===== config.mk =====
export PLATFORM = sky130hd
export DESIGN_NAME = cbp_prerot
export DESIGN_NICKNAME = d
export VERILOG_FILES = /design/src/rtl/cbp_pkg.sv /design/src/rtl/cbp_prerot.sv
export SDC_FILE = /design/constraint.sdc
export NUM_CORES = 1
export LEC_CHECK = 0
export BUFFER_PORTS_ARGS = -buffer_cell sky130_fd_sc_hd__buf_2
export CAP_MARGIN = 20
export CORE_MARGIN = 2
export CORE_UTILIZATION = 50
export CTS_CLUSTER_SIZE = 28
export DETAILED_ROUTE_END_ITERATION = 16
export GPL_TIMING_DRIVEN = 1
export PLACE_DENSITY_LB_ADDON = 0.05
export SLEW_MARGIN = 15
export SYNTH_ARGS = -nofsm -noshare
export SYNTH_HDL_FRONTEND = slang
export SYNTH_SLANG_ARGS = --single-unit

===== constraint.sdc =====
create_clock -name clk -period 4.3 [get_ports clk]
set_input_delay 0.645 -clock clk [delete_from_list [all_inputs] [get_ports clk]]
set_output_delay 0.645 -clock clk [all_outputs]
set_load 0.05 [all_outputs]

===== src/rtl/cbp_pkg.sv =====
package cbp_pkg;

  localparam int GUARD_BITS = 8;
  localparam int ZW = 34;
  localparam int ATAN_W = 31;
  localparam int PHASE_W = 17;
  localparam int GAIN_HALF = 15;

  localparam logic signed [ZW-1:0] Z_QUARTER = 34'sd1073741824;
  localparam logic signed [PHASE_W-1:0] PHASE_PI = 17'sd32768;
  localparam logic signed [PHASE_W-1:0] PHASE_ZERO = 17'sd0;

  typedef struct packed {
    logic last;
    logic im_zero;
    logic re_neg;
    logic all_zero;
  } flags_t;

  // atan(2^-i) in units of pi/2^31
  function automatic logic [ATAN_W-1:0] atan_of(input int idx);
    logic [ATAN_W-1:0] a;
    case (idx)
      0:  a = 31'd536870912;
      1:  a = 31'd316933406;
      2:  a = 31'd167458907;
      3:  a = 31'd85004756;
      4:  a = 31'd42667331;
      5:  a = 31'd21354465;
      6:  a = 31'd10679838;
      7:  a = 31'd5340245;
      8:  a = 31'd2670163;
      9:  a = 31'd1335087;
      10: a = 31'd667544;
      11: a = 31'd333772;
      12: a = 31'd166886;
      13: a = 31'd83443;
      14: a = 31'd41722;
      15: a = 31'd20861;
      16: a = 31'd10430;
      17: a = 31'd5215;
      18: a = 31'd2608;
      19: a = 31'd1304;
      20: a = 31'd652;
      21: a = 31'd326;
      22: a = 31'd163;
      23: a = 31'd81;
      24: a = 31'd41;
      25: a = 31'd20;
      26: a = 31'd10;
      27: a = 31'd5;
      28: a = 31'd3;
      29: a = 31'd1;
      30: a = 31'd1;
      default: a = 31'd0;
    endcase
    return a;
  endfunction

  // 1/K in Q30 for the given stage count, elaboration only
  function automatic logic [63:0] inv_gain_q30(input int stages);
    logic [63:0] p;
    logic [63:0] n;
    logic [63:0] r;
    logic [63:0] bit_v;
    logic [63:0] s;
    logic [63:0] num;
    logic [63:0] q;
    logic [63:0] rem;
    int k;
    p = 64'd1 << 60;
    for (k = 0; k < stages; k++) begin
      p = p + (p >> (2 * k));
    end
    n = p;
    r = 64'd0;
    bit_v = 64'd1 << 62;
    for (k = 0; k < 32; k++) begin
      if (n >= r + bit_v) begin
        n = n - (r + bit_v);
        r = (r >> 1) + bit_v;
      end else begin
        r = r >> 1;
      end
      bit_v = bit_v >> 2;
    end
    s = (r == 64'd0) ? 64'd1 : r;
    num = (64'd1 << 60) + (s >> 1);
    q = 64'd0;
    rem = 64'd0;
    for (k = 63; k >= 0; k--) begin
      rem = {rem[62:0], num[k]};
      if (rem >= s) begin
        rem = rem - s;
        q[k] = 1'b1;
      end
    end
    return q;
  endfunction

endpackage


===== src/rtl/cbp_prerot.sv =====
module cbp_prerot #(
  parameter int DATA_WIDTH = 24,
  parameter int XW = 34
) (
  input  logic                         clk,
  input  logic                         rst_n,
  input  logic                         in_valid,
  output logic                         in_ready,
  input  logic [DATA_WIDTH-1:0]        in_re,
  input  logic [DATA_WIDTH-1:0]        in_im,
  input  logic                         in_last,
  output logic                         out_valid,
  input  logic                         out_ready,
  output logic signed [XW-1:0]         out_x,
  output logic signed [XW-1:0]         out_y,
  output logic signed [cbp_pkg::ZW-1:0] out_z,
  output cbp_pkg::flags_t              out_flags
);
  import cbp_pkg::*;

  logic                  valid_r;
  logic signed [XW-1:0]  x_r, x_nxt;
  logic signed [XW-1:0]  y_r, y_nxt;
  logic signed [ZW-1:0]  z_r, z_nxt;
  flags_t                flags_r, flags_nxt;
  logic signed [DATA_WIDTH:0] re_e, im_e, x0, y0;

  assign in_ready = !valid_r || out_ready;

  always_comb begin
    re_e = {in_re[DATA_WIDTH-1], in_re};
    im_e = {in_im[DATA_WIDTH-1], in_im};
    if (!re_e[DATA_WIDTH]) begin
      x0    = re_e;
      y0    = im_e;
      z_nxt = '0;
    end else if (!im_e[DATA_WIDTH]) begin
      x0    = im_e;
      y0    = -re_e;
      z_nxt = Z_QUARTER;
    end else begin
      x0    = -im_e;
      y0    = re_e;
      z_nxt = -Z_QUARTER;
    end
    x_nxt = {{(XW-DATA_WIDTH-1-GUARD_BITS){x0[DATA_WIDTH]}}, x0, {GUARD_BITS{1'b0}}};
    y_nxt = {{(XW-DATA_WIDTH-1-GUARD_BITS){y0[DATA_WIDTH]}}, y0, {GUARD_BITS{1'b0}}};
    flags_nxt.last     = in_last;
    flags_nxt.im_zero  = (in_im == '0);
    flags_nxt.re_neg   = in_re[DATA_WIDTH-1];
    flags_nxt.all_zero = (in_im == '0) && (in_re == '0);
  end

  always_ff @(posedge clk) begin
    if (!rst_n) begin
      valid_r <= 1'b0;
    end else if (in_ready) begin
      valid_r <= in_valid;
    end
  end

  always_ff @(posedge clk) begin
    if (in_valid && in_ready) begin
      x_r     <= x_nxt;
      y_r     <= y_nxt;
      z_r     <= z_nxt;
      flags_r <= flags_nxt;
    end
  end

  assign out_valid = valid_r;
  assign out_x     = x_r;
  assign out_y     = y_r;
  assign out_z     = z_r;
  assign out_flags = flags_r;

endmodule


# [Word-level counts from Yosys, hierarchy flattened]
# Cells that the tools add are included.
[op_classes] mux=5 reduce_logical=7 addsub=2
[ops] op="$mux 25" count=4
[ops] op="$neg 24->25" count=2
[ops] op="$logic_not 24->1" count=2
[ops] op="$mux 34" count=1
[ops] op="$logic_and 1x1->1" count=2
[ops] op="$reduce_and 2->1" count=1
[ops] op="$logic_not 1->1" count=1
[ops] op="$logic_or 1x1->1" count=1
[totals] output_inout_bits=108 wordCells=23 ff_bits=89 in_bits=53

# [Longest topological paths before layout]
[logic_depth] word_depth=3 mapped_depth=7 depth_no_buf=6

# [Worst setup path after synthesis]
# No wires, ideal clock.
[synth_path] kind="input to register" start="input port out_ready" end="register flags_r (netlist bit out_flags[0]), enable pin" path_slack_ns=1.369 t_required_ns=3.881 cell_stages=2 n_path_buf=0 setup_time_ns=0.419 t_arrival_ns=2.512 path_cell_list="nand2b_1 -> and2_1"
[synth_via] elab_chain_cells=2
[synth_lines] element="start: declaration" line="cbp_prerot.sv:13" rtl="input logic out_ready,"
[synth_lines] element="$logic_or 1x1->1" line="cbp_prerot.sv:28" rtl="assign in_ready = !valid_r || out_ready;"
[synth_lines] element="$logic_and 1x1->1" line="cbp_prerot.sv:63" rtl="if (in_valid && in_ready) begin"
[synth_lines] element="end signal: assignment" line="cbp_prerot.sv:67" rtl="flags_r <= flags_nxt;"
[synth_lines] element="end: declaration" line="cbp_prerot.sv:25" rtl="flags_t flags_r, flags_nxt;"
# No other way between the ends.
# A chain may end at the register's enable or synchronous reset.

# [Worst setup path in the final report]
[layout_path] start="input port in_re[23]" end="register y_r[30] (netlist: out_y[30]), data pin"
[layout_via] elab_chain_cells=1
[layout_lines] element="start: declaration" line="cbp_prerot.sv:9" rtl="input logic [DATA_WIDTH-1:0] in_re,"
[layout_lines] element="$mux 25" line="cbp_prerot.sv:33" rtl="if (!re_e[DATA_WIDTH]) begin"
[layout_lines] element="named net y0[22]" line="cbp_prerot.sv:26" rtl="logic signed [DATA_WIDTH:0] re_e, im_e, x0, y0;"
[layout_lines] element="end signal: assignment" line="cbp_prerot.sv:65" rtl="y_r <= y_nxt;"
[layout_lines] element="end: declaration" line="cbp_prerot.sv:23" rtl="logic signed [XW-1:0] y_r, y_nxt;"
# The timed path passes the listed nets, and every way through them passes these cells.

==> qor.yml <==
setup_path:
  critPathKind: "in2reg"
  path_cells: "buf_2 -> inv_1 -> nor2_1 -> a222oi_1 -> o211ai_1"
  crit_path_top_delay_cell: "nor2_1"
  startpoint: "in_re[23]"
  cp.arrival_ns: 2.67
  r2r_start: "out_valid$_SDFFE_PN0N_"
  crit_path_start_kind: "input pin"
  crit_fanout: 41
  end_kind: "flip-flop"
  cp.required_ns: 4.49
  reg2reg_depth: 3
  slowest_delay_ns: 0.67
die:
  num_io_pins: 161
  placementRows: 31
  die-area_mm2: 0.008373
  core_area_mm2: 0.007331
  die_width_um: 91.51
  die_h_um: 91.51
  start_util: 0.5223
synthesis:
  yosysMostFrequentCell: "edfxtp_1"
  synth_edf_count: 56
  yosysTopAreaCellShare: 0.4392
  synth_seq_area_share: 0.4444
  postSynthAreaPerCell_um2: 9.430
  synth_commonest_cells: "edfxtp_1, nor2_1, buf_4"
  yosysWarnings: 0
  synthDistinctLibCells: 50
  synth-seq-cells: 57
  syn_inst: 406
  netlist_area_mm2: 0.003829
  yosys_most_used_dff: "edfxtp_1"
  synth.area.top_cells: "edfxtp_1, buf_4, nor2_1, a21oi_1, xnor2_1"
  synth_top_area_cell: "edfxtp_1"
  synthArstFlopShare: 0
cts:
  cts_buffer_depth: 2
  holdBufCountCts: 0
  cts_sinks: 57
  htreeDepth: 3
  ctsResizeCount: 0
  cts_tree: "done"
  cts_setup_buffers: 0
  path_clk_slew_ns: 0.07
  cts-root-buf: "clkbuf_8"
  worstSkewPairLatency_ns: 0.35
  cts_made_buffers: 9
global_route:
  globalRouteOverflowTotal: 0
  grt_pass1_wl_um: 14380
  grt_max_degree: 53
  gr-usage-all-layers: 0.2185
  grt_pass1_vias: 2889
  antenna_found_initial: 0
power_and_ir_drop:
  power.density_mw_per_mm2: 365.3
  p_leak_nw: 1.798
  fin_total_pwr_w: 0.001618
  ir_drop_mv: 0.1860
placed_design:
  place_congestion: 0.8375
  numPortBuffers: 114
  hpwl_um: 6586
final_layout:
  area_growth_pct: 15.65
  drive_gt1_frac: 0.2692
  fin_nets: 560
  insertedDiodeCount: 0
detailed_routing:
  avgViaCountPerCell: 5.484
  vias: 3334
  drt-pass1-iter-count: 5
  drc: 0
  wl_um: 9360
  drt-wirelength-per-cell_um: 15.39
  final_antenna_net_count: 0
  drt_iter0_drc: 282
timing:
  fin_skew_ns: 0.008346
  setup_violations: 0
  slew-limit-headroom: 0.4149
  fmax_mhz: 402.7
  post-route-period-util: 0.5774
  grt_setup_unrepaired: "no"
  worst_slew_pin_slew_ns: 0.8777
  post-route-min-period_ns: 2.483
  hold_violations: 0
  drv_slew: 0
  fin_setup_tns_ns: 0
run:
  drv_cap: 0
worst_hold_path:
  holdCritPathClass: "in2reg"
  hold-path-cell-count: 1
  hp-start: "in_last"
status:
  status: "completed"
final timing paths:
path | end | slack [ns]
setup / recovery | out_y[30]$_DFFE_PP_ | 1.82
hold / removal | out_flags[3]$_DFFE_PP_ | 0.47
setup reg to reg | out_x[24]$_DFFE_PP_ | 2.44
hold reg to reg | out_valid$_SDFFE_PN0N_ | 0.53
worst max-delay path: cells and delay by family:
kind | cells | cell delay, ns
buf+inv | 2 | 1.03
simple gates | 1 | 0.67
compound gates | 2 | 0.31
flip-flops by register name (all words and copies together), names as in the netlist:
| register | cells |
|---|---|
| out_y | 25 |
| out_flags | 4 |
| out_x | 25 |
| out_z | 2 |
| out_valid | 1 |
metal layers:
metal  global-route usage  part of all wire
met2               0.3137              0.45
met3              0.04647             0.073
met5                    0                 0
met1               0.3204              0.46
met4              0.08586             0.019
cells in the final DEF, fill, tap and decap left out, types with 4 or more instances in the layout:
cell type    n
buf_2      114
mux2i_1      5
xor2_1      13
o31ai_1      5
edfxtp_1    56
inv_1       10
buf_4        4
nand3b_1     5
a222oi_1     6
nor2_1      52
xnor2_1     14
o41ai_1      5
clkbuf_8     9
a31oi_1      8
or4_1       11
or3_1        9
nor3_1       8
a21oi_1     34
nor4_1       6
nand2_1     16
o21ai_0     12
nand3_1     11
conb_1      47
power by group:
| group | internal, W | total (W) | leakage, nW | switching (W) |
|---|---|---|---|---|
| sequential | 0.000663 | 0.000673 | 0.548 | 0.00000953 |
| clock | 0.000258 | 0.000470 | 0.0910 | 0.000212 |
| combinational | 0.000101 | 0.000475 | 1.16 | 0.000374 |
cell families after synthesis:
group                      Yosys count  synth area share
AOI/OAI and AO/OA                   83            0.1395
xor gates and xnor gates            27           0.06177
adders and majority gates            2          0.006535
buffers and inverters               87            0.1346
DFF                                 57            0.4444
muxes                                5           0.01307
other                                1         0.0009795
and+or+nand+nor                    144            0.1990
final cells by class:
class	instances	area, um2
Clock buffer	10	127.6
Clock inverter	5	47.55
Inverter	11	41.29
Sequential cell	57	1702
Multi-Input combinational cell	308	1785
Tap cell	99	123.9
Fill cell	668	2903
Timing Repair Buffer	118	600.6
per-stage QoR:
step	area [um2]	util	hold slack (ns)	worst slack (ns)	std cells
2_1_floorplan	4001	-	0.7439	1.369	452
3_3_place_gp	4253	0.5801	0.4953	1.500	593
3_5_place_dp	4253	0.5801	0.5243	1.503	593
4_1_cts	4428	0.6040	0.4624	1.854	608
5_1_grt	4428	0.6040	0.4624	1.696	608
6_report	4428	0.6040	0.4689	1.817	608
Power figures use the tool's default switching activity.
