--- config.mk ---
export PLATFORM = sky130hd
export DESIGN_NAME = cbp_cordic_stage
export DESIGN_NICKNAME = d
export VERILOG_FILES = /design/src/rtl/cbp_pkg.sv /design/src/rtl/cbp_cordic_stage.sv
export SDC_FILE = /design/constraint.sdc
export NUM_CORES = 1
export LEC_CHECK = 0
export ABC_AREA = 1
export BUFFER_PORTS_ARGS = -buffer_cell sky130_fd_sc_hd__buf_2
export CAP_MARGIN = 20
export CELL_PAD_IN_SITES_DETAIL_PLACEMENT = 0
export CELL_PAD_IN_SITES_GLOBAL_PLACEMENT = 1
export CORE_MARGIN = 10
export CORE_UTILIZATION = 36
export CTS_CLUSTER_DIAMETER = 200
export DETAILED_ROUTE_END_ITERATION = 8
export GPL_TIMING_DRIVEN = 0
export PLACE_DENSITY = 0.82
export SLEW_MARGIN = 20
export SYNTH_ARGS = -nofsm -noshare
export SYNTH_HDL_FRONTEND = slang
export SYNTH_SLANG_ARGS = --single-unit
--- constraint.sdc ---
create_clock -name clk -period 6.7 [get_ports clk]
set_clock_uncertainty 0.05 [all_clocks]
set_input_delay 1.34 -clock clk [delete_from_list [all_inputs] [get_ports clk]]
set_output_delay 1.34 -clock clk [all_outputs]
set_load 0.02 [all_outputs]
--- src/rtl/cbp_pkg.sv ---
package cbp_pkg;

  localparam int GUARD_BITS = 8;
  localparam int ZW = 34;
  localparam int ATAN_W = 31;
  localparam int PHASE_W = 17;
  localparam int GAIN_HALF = 15;

  localparam logic signed [ZW-1:0] Z_QUARTER = 34'sd1073741824;
  localparam logic signed [PHASE_W-1:0] PHASE_PI = 17'sd32768;
  localparam logic signed [PHASE_W-1:0] PHASE_ZERO = 17'sd0;

  typedef struct packed {
    logic last;
    logic im_zero;
    logic re_neg;
    logic all_zero;
  } flags_t;

  // atan(2^-i) in units of pi/2^31
  function automatic logic [ATAN_W-1:0] atan_of(input int idx);
    logic [ATAN_W-1:0] a;
    case (idx)
      0:  a = 31'd536870912;
      1:  a = 31'd316933406;
      2:  a = 31'd167458907;
      3:  a = 31'd85004756;
      4:  a = 31'd42667331;
      5:  a = 31'd21354465;
      6:  a = 31'd10679838;
      7:  a = 31'd5340245;
      8:  a = 31'd2670163;
      9:  a = 31'd1335087;
      10: a = 31'd667544;
      11: a = 31'd333772;
      12: a = 31'd166886;
      13: a = 31'd83443;
      14: a = 31'd41722;
      15: a = 31'd20861;
      16: a = 31'd10430;
      17: a = 31'd5215;
      18: a = 31'd2608;
      19: a = 31'd1304;
      20: a = 31'd652;
      21: a = 31'd326;
      22: a = 31'd163;
      23: a = 31'd81;
      24: a = 31'd41;
      25: a = 31'd20;
      26: a = 31'd10;
      27: a = 31'd5;
      28: a = 31'd3;
      29: a = 31'd1;
      30: a = 31'd1;
      default: a = 31'd0;
    endcase
    return a;
  endfunction

  // 1/K in Q30 for the given stage count, elaboration only
  function automatic logic [63:0] inv_gain_q30(input int stages);
    logic [63:0] p;
    logic [63:0] n;
    logic [63:0] r;
    logic [63:0] bit_v;
    logic [63:0] s;
    logic [63:0] num;
    logic [63:0] q;
    logic [63:0] rem;
    int k;
    p = 64'd1 << 60;
    for (k = 0; k < stages; k++) begin
      p = p + (p >> (2 * k));
    end
    n = p;
    r = 64'd0;
    bit_v = 64'd1 << 62;
    for (k = 0; k < 32; k++) begin
      if (n >= r + bit_v) begin
        n = n - (r + bit_v);
        r = (r >> 1) + bit_v;
      end else begin
        r = r >> 1;
      end
      bit_v = bit_v >> 2;
    end
    s = (r == 64'd0) ? 64'd1 : r;
    num = (64'd1 << 60) + (s >> 1);
    q = 64'd0;
    rem = 64'd0;
    for (k = 63; k >= 0; k--) begin
      rem = {rem[62:0], num[k]};
      if (rem >= s) begin
        rem = rem - s;
        q[k] = 1'b1;
      end
    end
    return q;
  endfunction

endpackage

--- src/rtl/cbp_cordic_stage.sv ---
module cbp_cordic_stage #(
  parameter int XW = 34,
  parameter int IDX = 0
) (
  input  logic                          clk,
  input  logic                          rst_n,
  input  logic                          in_valid,
  output logic                          in_ready,
  input  logic signed [XW-1:0]          in_x,
  input  logic signed [XW-1:0]          in_y,
  input  logic signed [cbp_pkg::ZW-1:0] in_z,
  input  cbp_pkg::flags_t               in_flags,
  output logic                          out_valid,
  input  logic                          out_ready,
  output logic signed [XW-1:0]          out_x,
  output logic signed [XW-1:0]          out_y,
  output logic signed [cbp_pkg::ZW-1:0] out_z,
  output cbp_pkg::flags_t               out_flags
);
  import cbp_pkg::*;

  localparam logic signed [ZW-1:0] ANGLE = signed'({{(ZW-ATAN_W){1'b0}}, atan_of(IDX)});

  logic                  valid_r;
  logic signed [XW-1:0]  x_r, x_nxt;
  logic signed [XW-1:0]  y_r, y_nxt;
  logic signed [ZW-1:0]  z_r, z_nxt;
  flags_t                flags_r;
  logic signed [XW-1:0]  dx, dy;

  assign in_ready = !valid_r || out_ready;

  // rotate toward the x axis, direction from the sign of y
  always_comb begin
    dx = in_y >>> IDX;
    dy = in_x >>> IDX;
    if (!in_y[XW-1]) begin
      x_nxt = in_x + dx;
      y_nxt = in_y - dy;
      z_nxt = in_z + ANGLE;
    end else begin
      x_nxt = in_x - dx;
      y_nxt = in_y + dy;
      z_nxt = in_z - ANGLE;
    end
  end

  always_ff @(posedge clk) begin
    if (!rst_n) begin
      valid_r <= 1'b0;
    end else if (in_ready) begin
      valid_r <= in_valid;
    end
  end

  always_ff @(posedge clk) begin
    if (in_valid && in_ready) begin
      x_r     <= x_nxt;
      y_r     <= y_nxt;
      z_r     <= z_nxt;
      flags_r <= in_flags;
    end
  end

  assign out_valid = valid_r;
  assign out_x     = x_r;
  assign out_y     = y_r;
  assign out_z     = z_r;
  assign out_flags = flags_r;

endmodule

## Yosys cells after proc, flatten, opt, wreduce, memory -nomap -nowiden

Cells that the tools add are included.

- Word-level logic and storage cells: 19
- Register bits: 107

- $add $sub $neg: 5
- Reductions and logical operators: 3
- Muxes and demuxes: 3

Operator list:

| kind | number |
|---|---|
| 34-bit two-way mux | 3 |
| 34-bit subtractor | 2 |
| 34-bit by 31-bit adder with 34-bit output, second input constant | 1 |
| 34-bit adder | 1 |
| 34-bit by 31-bit subtractor with 34-bit output, second input constant | 1 |
| 1-bit logical AND | 1 |
| 1-bit zero test | 1 |
| 1-bit logical OR | 1 |

## Depth between registers and ports, before layout

- Depth in word-level cells: 3
- Gate-level depth with buffers: 18

## Worst setup path after synthesis

No wires, ideal clock.

- Kind: input to register
- Start: input in_valid
- End: register flags_r, in the netlist out_flags[0] (enable)
- Buffers on the path: 0
- Data required time: 6046 ps
- Cell stages on the path: 2
- Path slack: -396 ps
- Data arrival time: 6443 ps
- Cells stage by stage: inv_1 > a21oi_1

- Longest elaborated chain between the ends: 1

Ends and longest elaborated chain:

| what | line | text |
|---|---|---|
| start: declaration | cbp_cordic_stage.sv:7 | `input logic in_valid,` |
| 1-bit logical AND | cbp_cordic_stage.sv:57 | `if (in_valid && in_ready) begin` |
| end signal: assignment | cbp_cordic_stage.sv:61 | `flags_r <= in_flags;` |
| end: declaration | cbp_cordic_stage.sv:28 | `flags_t flags_r;` |

Every way passes these cells.
A chain may end at the register's enable or synchronous reset.

## Worst setup path in the final report

- Start: input in_x[20]
- End: register y_r[29], in the netlist out_y[29] (data pin)

- Longest elaborated chain between the ends: 2
- Elaborated cells between the ends (all ways): 3
- Those cells by class: add/sub (2); mux (1)

Ends and longest elaborated chain:

| what | line | text |
|---|---|---|
| start: declaration | cbp_cordic_stage.sv:9 | `input logic signed [XW-1:0] in_x,` |
| 34-bit subtractor / 34-bit adder (equally long branches) | cbp_cordic_stage.sv:39, cbp_cordic_stage.sv:43 |  |
| 34-bit two-way mux * | cbp_cordic_stage.sv:37 | `if (!in_y[XW-1]) begin` |
| net y_nxt[29] | cbp_cordic_stage.sv:26 | `logic signed [XW-1:0] y_r, y_nxt;` |
| end signal: assignment | cbp_cordic_stage.sv:59 | `y_r <= y_nxt;` |
| end: declaration | cbp_cordic_stage.sv:26 |  |

Mark *: on every way through the listed nets, which the timed path passes. The rest lies on a longest branch.

==> results.toml <==
[timing]
rsz0062_at_grt = "no"
finalSetupTns_ns = 0
period_share = 0.508
whs_ns = 0.504
fmax_ghz = 0.294
hold_violations = 0
slew_violations = 0
relSlewSlack = 0.391
worst_slew_pin_slew_ns = 0.914
fin_ws_ns = 3.30
period_minus_slack_ns = 3.40
setup_viol = 0

[cts]
cts.sinks = 106
clk_pin_slew_ns = 0.07
cts_tree = "built"
cts_max_level = 3
cts.path.max_buffers = 2
hold_buffers = 0
clk_latency_ns = 0.37
post-cts-setup-buffer-count = 0
clock_tree.root_cell = "clkbuf_16"
cts_resized = 0
cts_made_buffers = 9

[worst_setup_path]
r2r_slack_ns = 4.98
crit_slowest_cell = "a21oi_1"
critical_path.max_fanout = 8
crit_chain = "buf_2 > inv_1 > ha_1 > buf_4 > inv_1 > a21oi_1 > o21ai_0 > a21oi_1 > nor2_1 > nor2_1 > nand3_1 > nand3_1 > nand2_1"
critPathBufInv = 4
worst-setup-path-type = "in2reg"
reg2reg_from = "out_valid"
critPathMaxStageDelay_ns = 0.35
worstSetupEndpointType = "flop"
timing.rr.end = "out_z[24]"
critPathTopFamily = "compound AO/OA/AOI/OAI gates"
critPathArrivalTime_ns = 3.48
ff2ff_path_depth = 3
worst_setup_path_start_kind = "primary input"
required_ns = 6.78

[yosys]
synth_fp_nets = 1740
synth_top_cell_by_area = "edfxtp_1"
yosysUniqueCellTypes = 46
synth_edf_count = 105
yosysMostFrequentCell = "nand2_1"
ys_ff_latch = 106
ys_top_cells_by_area = "edfxtp_1, nand2_1, ha_1"
yosysSeqAreaShare = 0.300
synth_common_cells = "nand2_1, inv_1, nand3_1, a21oi_1, nor2_1"
syn_avg_cell_area_um2 = 6.94
syn_area_mm2 = 0.0106
yosysWarnings = 0
synthFlopType = "edfxtp_1"
synth_top_area_frac = 0.298
synthCells = 1524
async_flop_share = 0

[finish]
fill_cells = 3093
layout.nets = 1972
finalCoreUtilization = 0.436
drive_gt1_frac = 0.179
diodes = 0
stdcell_area_mm2 = 0.0126
synthToLayoutAreaGrowth_pct = 18.8

[placed_design]
pre_cts_ws_ns = 2.91
placed_area_mm2 = 0.0123
dp_hpwl_um = 35800
gp_congestion = 0.947
port_buffers = 217

[route]
post_drt_wl_per_cell_um = 19.8
wl_um = 42600
drcViolationCount = 0
ant_nets = 0
drtPass1Iterations = 5
dr_total_vias = 11112
drt_iter0_drc = 796
avgViaCountPerCell = 5.18

[floorplan]
core_area_mm2 = 0.0289
die_area_mm2 = 0.0367
start_util = 0.367
die_h_um = 191
io_pins = 218
placementRows = 62
die_w_um = 191

[run]
maxCapViolations = 0

[hold_path]
hold-path-cell-count = 2
hp-class = "reg2reg"
min_to = "out_valid"
hold_start = "out_valid"

[global_routing]
grt_pass1_vias = 11018
grt_pass1_wl_um = 63200
grt_max_degree = 25
grt_usage = 0.227
antenna_found_initial = 0
overflow = 0

[pwr]
ir_worst_vdd_v = 0.000113
powerDensity_mw_per_mm2 = 189
p_leak_uw = 0.00632

[outcome]
status = "complete, no violations"
## routing by layer
| layer | track usage | vias to the layer above | part of all wire |
|---|---|---|---|
| li1 | - | 5467 | - |
| met1 | 0.307 | 5249 | 0.46 |
| met2 | 0.366 | 343 | 0.45 |
| met3 | 0.0297 | 53 | 0.061 |
| met4 | 0.0733 | 0 | 0.024 |
| met5 | 0 | - | 0 |
## power breakdown
group | internal [uW] | leakage [uW] | switching [uW] | total, uW
clock | 267 | 0.000146 | 316 | 583
sequential | 816 | 0.00103 | 13.8 | 830
combinational | 298 | 0.00515 | 664 | 962
total | 1380 | 0.00632 | 993 | 2370
## metrics by stage
step	cells	total power, uW
finish	2145	2370
detailed placement	2129	1790
CTS	2145	2380
global placement	2125	1790
global route	2145	2520
floorplan	1524	1460
## layout make-up
class	instances	area (um2)	area share
plain buffers	43	307	0.0244
flip-flops and latches	106	3170	0.252
clock buffers	9	225	0.0179
inverters	215	807	0.0642
multi-input cells	1160	6310	0.502
clock inverters	7	80.1	0.00637
repair buffers	221	1190	0.0946
well taps	384	480	0.0382
## worst min-delay path: cells and delay by family, from the launching register on
kind / cells / cell delay (ns)
compound gates: 1 / 0.07
simple gates: 1 / 0.09
flops: 1 / 0.35
## cells by family (layout without fill, tap and decap cells)
kind of cell / count (synthesis) / in the layout / synth area share
buffers and inverters: 258 / 495 / 0.105
XOR/XNOR: 28 / 28 / 0.0232
adder cells (fa/ha/maj): 106 / 106 / 0.128
AO/OA/AOI/OAI: 286 / 286 / 0.146
flip-flops: 106 / 106 / 0.300
multiplexers: 1 / 1 / 0.000946
AND/OR/NAND/NOR: 739 / 739 / 0.296
## placed cells by master, fill, tap and decap left out, types with 7 or more instances in the layout
cell type,n
a21oi_1,135
o21bai_1,11
ha_1,102
inv_1,206
clkbuf_16,9
inv_2,9
nor3_1,13
o21ai_1,10
nor2_2,7
buf_4,18
nand3_1,140
nor2_1,135
a21o_1,14
xor2_1,26
buf_6,7
edfxtp_1,105
nand4_1,11
buf_2,229
o21ai_0,90
nand2_1,406
## worst max path at each step
| stage | from | endpoint | slack (ns) | depth (start not counted) |
|---|---|---|---|---|
| 2_1_floorplan | out_ready | out_flags[0] | 1.76 | 2 |
| 3_3_place_gp | out_ready | out_y[6] | 0.36 | 3 |
| 3_5_place_dp | in_x[20] | out_y[29] | 2.91 | 13 |
| 4_1_cts | in_x[20] | out_y[29] | 3.31 | 13 |
| 5_1_grt | in_x[20] | out_y[29] | 3.10 | 13 |
| 6_report | in_x[20] | out_y[29] | 3.30 | 13 |
## sequential cells by signal, indices dropped and copies added (netlist names)
register and count:
out_flags 4, out_x 33, out_y 34, out_valid 1
out_z 34
(Power assumes the default switching activity.)
