**src/rtl/cbp_pkg.sv**
```systemverilog
package cbp_pkg;

  localparam int GUARD_BITS = 8;
  localparam int ZW = 34;
  localparam int ATAN_W = 31;
  localparam int PHASE_W = 17;
  localparam int GAIN_HALF = 15;

  localparam logic signed [ZW-1:0] Z_QUARTER = 34'sd1073741824;
  localparam logic signed [PHASE_W-1:0] PHASE_PI = 17'sd32768;
  localparam logic signed [PHASE_W-1:0] PHASE_ZERO = 17'sd0;

  typedef struct packed {
    logic last;
    logic im_zero;
    logic re_neg;
    logic all_zero;
  } flags_t;

  // atan(2^-i) in units of pi/2^31
  function automatic logic [ATAN_W-1:0] atan_of(input int idx);
    logic [ATAN_W-1:0] a;
    case (idx)
      0:  a = 31'd536870912;
      1:  a = 31'd316933406;
      2:  a = 31'd167458907;
      3:  a = 31'd85004756;
      4:  a = 31'd42667331;
      5:  a = 31'd21354465;
      6:  a = 31'd10679838;
      7:  a = 31'd5340245;
      8:  a = 31'd2670163;
      9:  a = 31'd1335087;
      10: a = 31'd667544;
      11: a = 31'd333772;
      12: a = 31'd166886;
      13: a = 31'd83443;
      14: a = 31'd41722;
      15: a = 31'd20861;
      16: a = 31'd10430;
      17: a = 31'd5215;
      18: a = 31'd2608;
      19: a = 31'd1304;
      20: a = 31'd652;
      21: a = 31'd326;
      22: a = 31'd163;
      23: a = 31'd81;
      24: a = 31'd41;
      25: a = 31'd20;
      26: a = 31'd10;
      27: a = 31'd5;
      28: a = 31'd3;
      29: a = 31'd1;
      30: a = 31'd1;
      default: a = 31'd0;
    endcase
    return a;
  endfunction

  // 1/K in Q30 for the given stage count, elaboration only
  function automatic logic [63:0] inv_gain_q30(input int stages);
    logic [63:0] p;
    logic [63:0] n;
    logic [63:0] r;
    logic [63:0] bit_v;
    logic [63:0] s;
    logic [63:0] num;
    logic [63:0] q;
    logic [63:0] rem;
    int k;
    p = 64'd1 << 60;
    for (k = 0; k < stages; k++) begin
      p = p + (p >> (2 * k));
    end
    n = p;
    r = 64'd0;
    bit_v = 64'd1 << 62;
    for (k = 0; k < 32; k++) begin
      if (n >= r + bit_v) begin
        n = n - (r + bit_v);
        r = (r >> 1) + bit_v;
      end else begin
        r = r >> 1;
      end
      bit_v = bit_v >> 2;
    end
    s = (r == 64'd0) ? 64'd1 : r;
    num = (64'd1 << 60) + (s >> 1);
    q = 64'd0;
    rem = 64'd0;
    for (k = 63; k >= 0; k--) begin
      rem = {rem[62:0], num[k]};
      if (rem >= s) begin
        rem = rem - s;
        q[k] = 1'b1;
      end
    end
    return q;
  endfunction

endpackage

```
**src/rtl/cbp_post.sv**
```systemverilog
module cbp_post #(
  parameter int DATA_WIDTH = 24,
  parameter int XW = 34,
  parameter int CORDIC_STAGES = 18
) (
  input  logic                               clk,
  input  logic                               rst_n,
  input  logic                               in_valid,
  output logic                               in_ready,
  input  logic signed [XW-1:0]               in_x,
  input  logic signed [cbp_pkg::ZW-1:0]      in_z,
  input  cbp_pkg::flags_t                    in_flags,
  output logic                               out_valid,
  input  logic                               out_ready,
  output logic [DATA_WIDTH-1:0]              out_magnitude,
  output logic signed [cbp_pkg::PHASE_W-1:0] out_phase_angle,
  output logic                               out_last
);
  import cbp_pkg::*;

  localparam logic [63:0] INV_GAIN = inv_gain_q30(CORDIC_STAGES);
  localparam logic [GAIN_HALF-1:0] GAIN_HI = INV_GAIN[2*GAIN_HALF-1:GAIN_HALF];
  localparam logic [GAIN_HALF-1:0] GAIN_LO = INV_GAIN[GAIN_HALF-1:0];
  localparam int UW = XW - 1;
  localparam int PW = UW + GAIN_HALF;
  localparam int SW = PW + 1;
  localparam int M1W = SW - GAIN_HALF;
  localparam int M2W = M1W + 1;
  localparam int MW = M2W - GUARD_BITS;
  localparam int PSW = ZW - 16;

  // product stage
  logic                      va_r;
  logic [PW-1:0]             hi_r, lo_r;
  logic [PW-1:0]             hi_nxt, lo_nxt;
  logic signed [PHASE_W-1:0] pha_r, pha_nxt;
  flags_t                    fa_r;
  logic [UW-1:0]             ux;
  logic signed [ZW-1:0]      z_rnd;
  logic signed [PSW-1:0]     ph_s;
  logic                      ready_a, ready_b;

  // output stage
  logic                      vb_r;
  logic [DATA_WIDTH-1:0]     mag_r, mag_nxt;
  logic signed [PHASE_W-1:0] phb_r;
  logic                      last_r;
  logic [SW-1:0]             sum;
  logic [M1W-1:0]            m1;
  logic [M2W-1:0]            m2;
  logic [MW-1:0]             m_full;

  assign ready_b  = !vb_r || out_ready;
  assign ready_a  = !va_r || ready_b;
  assign in_ready = ready_a;

  always_comb begin
    ux     = in_x[XW-1] ? '0 : in_x[UW-1:0];
    hi_nxt = PW'(ux) * PW'(GAIN_HI);
    lo_nxt = PW'(ux) * PW'(GAIN_LO);
    z_rnd  = in_z + (ZW'(1) <<< 15);
    ph_s   = z_rnd[ZW-1:16];
    if (ph_s > PSW'(signed'(PHASE_PI))) begin
      pha_nxt = PHASE_PI;
    end else if (ph_s < -PSW'(signed'(PHASE_PI))) begin
      pha_nxt = -PHASE_PI;
    end else begin
      pha_nxt = ph_s[PHASE_W-1:0];
    end
    // real axis: exact angle
    if (in_flags.im_zero) begin
      pha_nxt = in_flags.re_neg ? PHASE_PI : PHASE_ZERO;
    end
  end

  always_ff @(posedge clk) begin
    if (!rst_n) begin
      va_r <= 1'b0;
    end else if (ready_a) begin
      va_r <= in_valid;
    end
  end

  always_ff @(posedge clk) begin
    if (in_valid && ready_a) begin
      hi_r  <= hi_nxt;
      lo_r  <= lo_nxt;
      pha_r <= pha_nxt;
      fa_r  <= in_flags;
    end
  end

  always_comb begin
    sum    = {1'b0, hi_r} + SW'(lo_r >> GAIN_HALF);
    m1     = sum[SW-1:GAIN_HALF];
    m2     = {1'b0, m1} + M2W'(1 << (GUARD_BITS - 1));
    m_full = m2[M2W-1:GUARD_BITS];
    if (|m_full[MW-1:DATA_WIDTH]) begin
      mag_nxt = '1;
    end else begin
      mag_nxt = m_full[DATA_WIDTH-1:0];
    end
    if (fa_r.all_zero) begin
      mag_nxt = '0;
    end
  end

  always_ff @(posedge clk) begin
    if (!rst_n) begin
      vb_r <= 1'b0;
    end else if (ready_b) begin
      vb_r <= va_r;
    end
  end

  always_ff @(posedge clk) begin
    if (va_r && ready_b) begin
      mag_r  <= mag_nxt;
      phb_r  <= pha_r;
      last_r <= fa_r.last;
    end
  end

  assign out_valid       = vb_r;
  assign out_magnitude   = mag_r;
  assign out_phase_angle = phb_r;
  assign out_last        = last_r;

endmodule

```
**config.mk**
```make
export PLATFORM = sky130hd
export DESIGN_NAME = cbp_post
export DESIGN_NICKNAME = d
export VERILOG_FILES = /design/src/rtl/cbp_pkg.sv /design/src/rtl/cbp_post.sv
export SDC_FILE = /design/constraint.sdc
export NUM_CORES = 1
export LEC_CHECK = 0
export BUFFER_PORTS_ARGS = -buffer_cell sky130_fd_sc_hd__buf_2
export CAP_MARGIN = 25
export CORE_ASPECT_RATIO = 1.2
export CORE_MARGIN = 1.5
export CORE_UTILIZATION = 65
export CTS_BUF_LIST = sky130_fd_sc_hd__clkbuf_2
export DETAILED_ROUTE_END_ITERATION = 7
export PLACE_DENSITY_LB_ADDON = 0.12
export SLEW_MARGIN = 20
export SYNTH_ARGS = -nofsm -noshare
export SYNTH_HDL_FRONTEND = slang
export SYNTH_SLANG_ARGS = --single-unit
export TNS_END_PERCENT = 30
```
**constraint.sdc**
```tcl
create_clock -name clk -period 7.7 [get_ports clk]
set_input_delay 0.385 -clock clk [delete_from_list [all_inputs] [get_ports clk]]
set_output_delay 0.385 -clock clk [all_outputs]
set_load 0.02 [all_outputs]
```
* Yosys cells after proc, flatten, opt, wreduce, memory -nomap -nowiden *
Cells that the tools add are included.

word-level totals
  memories kept = 0
  bits in latches = 0
  RAM bits = 0
  input port bits = 76
  ROM bits = 0
  register bits after elaboration = 156

operators by class
  mux-type cells = 6
  $lt $le $gt $ge = 2
  reduce and logical (&&, ||, !) cells = 7
  div/mod/pow operators = 0
  multipliers = 2
  add/subtract/negate cells = 3
  bitwise logic cells = 0
  equality and inequality tests = 0
  shifts and indexed selects = 0

operators with widths
  cell                      number
  $mux W17                  3
  $add A48 B32 Y49          1
  $mul A33 B14 Y47 const B  1
  $mul A33 B13 Y46 const B  1
  $add A34 B8 Y35 const B   1
  $add A34 B17 Y34 const B  1
  $mux W33                  1
  $mux W24                  1
  $gt A18 B17 Y1 const B    1
  $lt A18 B16 Y1 const B    1
  $mux W16                  1
  $reduce_or A3 Y1          1
  $logic_and A1 B1 Y1       2
  $logic_not A1 Y1          2
  $logic_or A1 B1 Y1        2

* Longest topological paths before layout *
  word-level depth = 5
  mapped depth = 29
  depth with buffers taken out = 26

* Worst setup path before layout *
Ideal clock, no wire load.

  kind = input port to flip-flop
  start point = in in_x[33]
  end point = reg hi_r[42], data pin
  setup time = 260 ps
  slack = 869 ps
  stages on the path = 25
  arrival time = 6571 ps
  path buffers = 3
  cells stage by stage = clkbuf_1 > clkbuf_1 > clkbuf_1 > nor2b_1 > inv_1 > fa_1 > inv_1 > ha_1 > fa_1 > fa_1 > fa_1 > inv_1 > fa_1 > inv_1 > ha_1 > nand4_1 > nor2_1 > nand3_1 > o32a_1 > o31ai_1 > o21ai_0 > o311ai_0 > and3_1 > a31oi_1 > xnor2_1

between the ends
  longest elaborated chain between the ends = 2

ends and longest elaborated chain
  item                  RTL line        source
  start, declared       cbp_post.sv:10  input logic signed [XW-1:0] in_x,
  $mux W33              cbp_post.sv:58  ux = in_x[XW-1] ? '0 : in_x[UW-1:0];
  $mul A33 B14 Y47      cbp_post.sv:59  hi_nxt = PW'(ux) * PW'(GAIN_HI);
  net hi_nxt[42]        cbp_post.sv:35  logic [PW-1:0] hi_nxt, lo_nxt;
  end signal, assigned  cbp_post.sv:86  hi_r <= hi_nxt;
  end, declared         cbp_post.sv:34  logic [PW-1:0] hi_r, lo_r;

The timed path passes the listed nets, and every way through them passes these cells.
A chain may end at the register's enable or synchronous reset.

* Final worst setup path *
  start point = in in_x[33]
  end point = reg hi_r[40], data pin

The elaborated chain is that of the path after synthesis.

==> flow_summary.toml <==
[clocking]
tritoncts = "built"
ctsRootBufferMaster = "clkbuf_2"
clkSlewWorstSetupHoldPaths_ns = 0.22
postCtsSetupBuffers = 0
max-clock-path-buffers = 2
cts.htree.levels = 4
numClockSinks = 141
clock_network_latency_to_the_later_pin_of_the_worst_skew_pair_ns = 0.70
numCtsBuffers = 17

[sta]
finalWorstPathRequiredPeriod_ns = 6.72
timing.setup.tns_ns = 0
timing.max_slew.rel_slack_pct = 42.1
fin_skew_ns = 0.0461
timing.final.max_slew_violations = 0
post-route-period-util_pct = 87.3
tightest_slew_ns = 0.869
rsz0062_at_grt = "false"
timing.final.hold_violations = 0
number_of_setup_violations_in_the_final_report = 0
maxClockFrequency_mhz = 149

[global_routing]
grt.met3_usage_pct = 2.62
grt_pass1_wl_mm = 94.6
groute.usage.overall_pct = 33.5
pin_count_of_the_biggest_net_entering_global_routing = 72
initial_antenna_violation_count = 1
global_route.usage.met2_pct = 62.1
busiest_grt_layer = "met2"
met1_usage_pct = 39.0
grt_pass1_vias = 18300
grt-ovfl-total = 0

[worst_setup_path]
regToRegEndpoint = "out_magnitude[1]$_SDFFCE_PP0P_"
r2r_cells = 12
critPathSlowestCell = "fa_1"
delay_heaviest_family_cp = "adder cells"
r2r-start = "lo_r[28]$_DFFE_PP_"
critical_path_class = "in2reg"
crit_path_max_incr_delay_ns = 0.55
startpoint_type = "input port"
crit_path_max_fanout = 40
ff2ff_setup_slack_ns = 3.02
critical_path.n_buffers_inverters = 7
end_kind = "register"
timing.critical_path.required_ns = 8.18
cp.arrival_ns = 7.20

[logic_synthesis]
fraction_of_synthesis_flops_using_an_asynchronous_set_or_reset_pin_pct = 0
post_synthesis_share_of_cell_area_spent_on_xor_and_xnor_gates_pct = 7.34
synth_largest_area_cell = "fa_1"
yosys.cell_types.count = 79
synthFlopType = "edfxtp_1"
synth-edff-count = 139
synth_compound_area_share_pct = 10.7
syn_area_per_cell_um2 = 9.64
yosysWarningCount = 0
synth_adder_area_share_pct = 42.8
synth_fp_nets = 3097
syn_area_um2 = 23300
biggest_area_contributors_in_the_synthesized_netlist = "fa_1, edfxtp_1, ha_1, inv_1, xnor2_1"
post_synth_mux_area_share_pct = 0.183
synthSimpleGateAreaFrac_pct = 11.1
sequential_element_share_of_the_synthesized_area_pct = 18.1
synth_top_family_by_area = "adder cells"
synth_seq_cells = 141
yosys.area.top_type_share_pct = 27.0
synthesis.instances = 2414

[detailed_routing]
final_routed_drc_violation_total = 2
total_routed_length_mm = 58.4
drt-initial-drc-count = 1036
ant_nets = 0
first_pass_iters = 8
avgRoutedWirePerCell_um = 19.4
route.detailed.vias_per_inst = 5.66
vias = 17000

[worst_hold_path]
min-delay-start = "in_z[20]"
holdPathEnd = "pha_r[4]$_SDFFCE_PP0P_"
hold_depth = 3
hold_path.class = "in2reg"

[floorplanning]
die_h_um = 210
die_boundary_width_um = 176
initial_utilization_pct = 66.3
die_area_um2 = 36900
pin_count = 120
core_area_um2 = 35100
number_of_placement_rows = 75

[final_layout]
finish.net_count = 3219
final_core_util_pct = 70.8
area_growth_syn_to_layout_pct = 6.81
final_layout_size_suffix_gt1_share_pct = 9.77

[placement]
routabilityCongestion = 1.00
io_buffers = 104
dp_hpwl_mm = 50.5

[pwr]
power_per_cell_area_nw_per_um2 = 422
vdd.ir_drop.worst_uv = 317
power.leakage_nw = 12.6

[run_status]
outcome = "finished with violations"
failed_checks = "design-rule violations"

[run]
drv_cap = 0
[logic make-up (layout without fill, tap and decap cells)]
| group | Yosys count | count (layout) |
|---|---|---|
| AO/OA/AOI/OAI | 370 | 370 |
| XOR/XNOR | 195 | 195 |
| adder cells (fa/ha/maj) | 608 | 608 |
| buffers and inverters | 602 | 737 |
| flip-flops | 141 | 141 |
| multiplexers | 4 | 4 |
| other | 0 | 1 |
| AND/OR/NAND/NOR | 494 | 494 |
[layout by cell type (no fill, tap or decap), drive strengths merged, types with 13 or more instances in the layout]
cell type	Yosys	routed
fa	314	314
nand2	92	92
inv	544	550
buf	13	154
nand3	40	40
nor2b	42	42
nor3	25	25
nand2b	35	35
nand4	25	25
nor4	13	13
xnor2	129	129
edfxtp	139	139
xor2	66	66
a21oi	117	117
and3	15	15
nor2	140	140
a21o	58	58
o21a	18	18
clkbuf	45	18
and2	31	31
o21bai	13	13
o21ai	72	72
ha	293	293
[power by group]
part	internal (mW)	total [mW]	leakage [nW]	switching, mW
registers	1.44	1.55	1.37	0.117
logic	3.42	8.48	11.1	5.05
clock network	0.156	0.450	0.140	0.294
total	5.02	10.5	12.6	5.46
[worst max path at each step]
stage | from | endpoint | slack (ns) | cells past startpoint
2_1_floorplan | in_x[33] | hi_r[42]$_DFFE_PP_ | 0.87 | 25
3_3_place_gp | in_x[33] | hi_r[42]$_DFFE_PP_ | 0.42 | 26
3_5_place_dp | in_x[33] | hi_r[42]$_DFFE_PP_ | 0.31 | 26
4_1_cts | in_x[33] | hi_r[40]$_DFFE_PP_ | 1.03 | 26
5_1_grt | in_x[33] | hi_r[40]$_DFFE_PP_ | 0.58 | 26
6_report | in_x[33] | hi_r[40]$_DFFE_PP_ | 0.98 | 26
[tightest hold or removal path, delay by kind of cell]
family                    cells  cell delay, ns
buffers and inverters         1            0.11
and+or+nand+nor               1            0.09
xor gates and xnor gates      1            0.07
[synthesized netlist by cell type (13+ instances only)]
cell / number
fa_1: 314
nor2_1: 140
nand4_1: 22
nand3_1: 40
xor2_1: 66
nand2_1: 92
and2_1: 31
inv_1: 544
and3_1: 15
edfxtp_1: 139
nor2b_1: 42
a21o_1: 58
o21a_1: 18
xnor2_1: 129
nand2b_1: 35
clkbuf_1: 45
a21oi_1: 105
o21bai_1: 13
o21ai_0: 54
nor3_1: 23
ha_1: 293
[layout make-up]
type / instances / area (um2)
multi-input cells: 1671 / 16800
fillers: 2760 / 10200
flip-flops and latches: 141 / 4210
inverters: 544 / 2040
repair buffers: 161 / 978
well taps: 462 / 578
clock inverters: 14 / 156
clock buffers: 18 / 90.1
diodes: 1 / 2.50
[layer usage]
metal	vias up	wire, um
li1	8067	-
met1	8342	22300
met2	476	30600
met3	162	2150
met4	0	3240
met5	-	0
[metrics by stage]
stage	hold WS (ns)	worst slack (ns)	power (mW)	std cells	instance area, um2
2_1_floorplan	0.400	0.869	7.67	2414	23300
3_3_place_gp	0.404	0.417	9.84	2971	24500
3_5_place_dp	0.405	0.307	10.0	2971	24500
4_1_cts	0.000895	1.03	10.5	3009	24800
5_1_grt	0.0290	0.583	11.5	3012	24900
6_report	0.0682	0.977	10.5	3012	24900
[flip-flops by register name, summed over array words and instances, names as in the netlist]
name / cells
out_valid: 1
fa_r: 2
out_last: 1
out_phase_angle: 17
pha_r: 17
hi_r: 44
lo_r: 34
va_r: 1
out_magnitude: 24
[repair_timing]
| item | 4_1_cts | 5_1_grt |
|---|---|---|
| hold buffers | 6 | 1 |
| hold endpoints to repair | 6 | 1 |
| gates resized for setup | 0 | 0 |
Power figures use the tool's default switching activity.
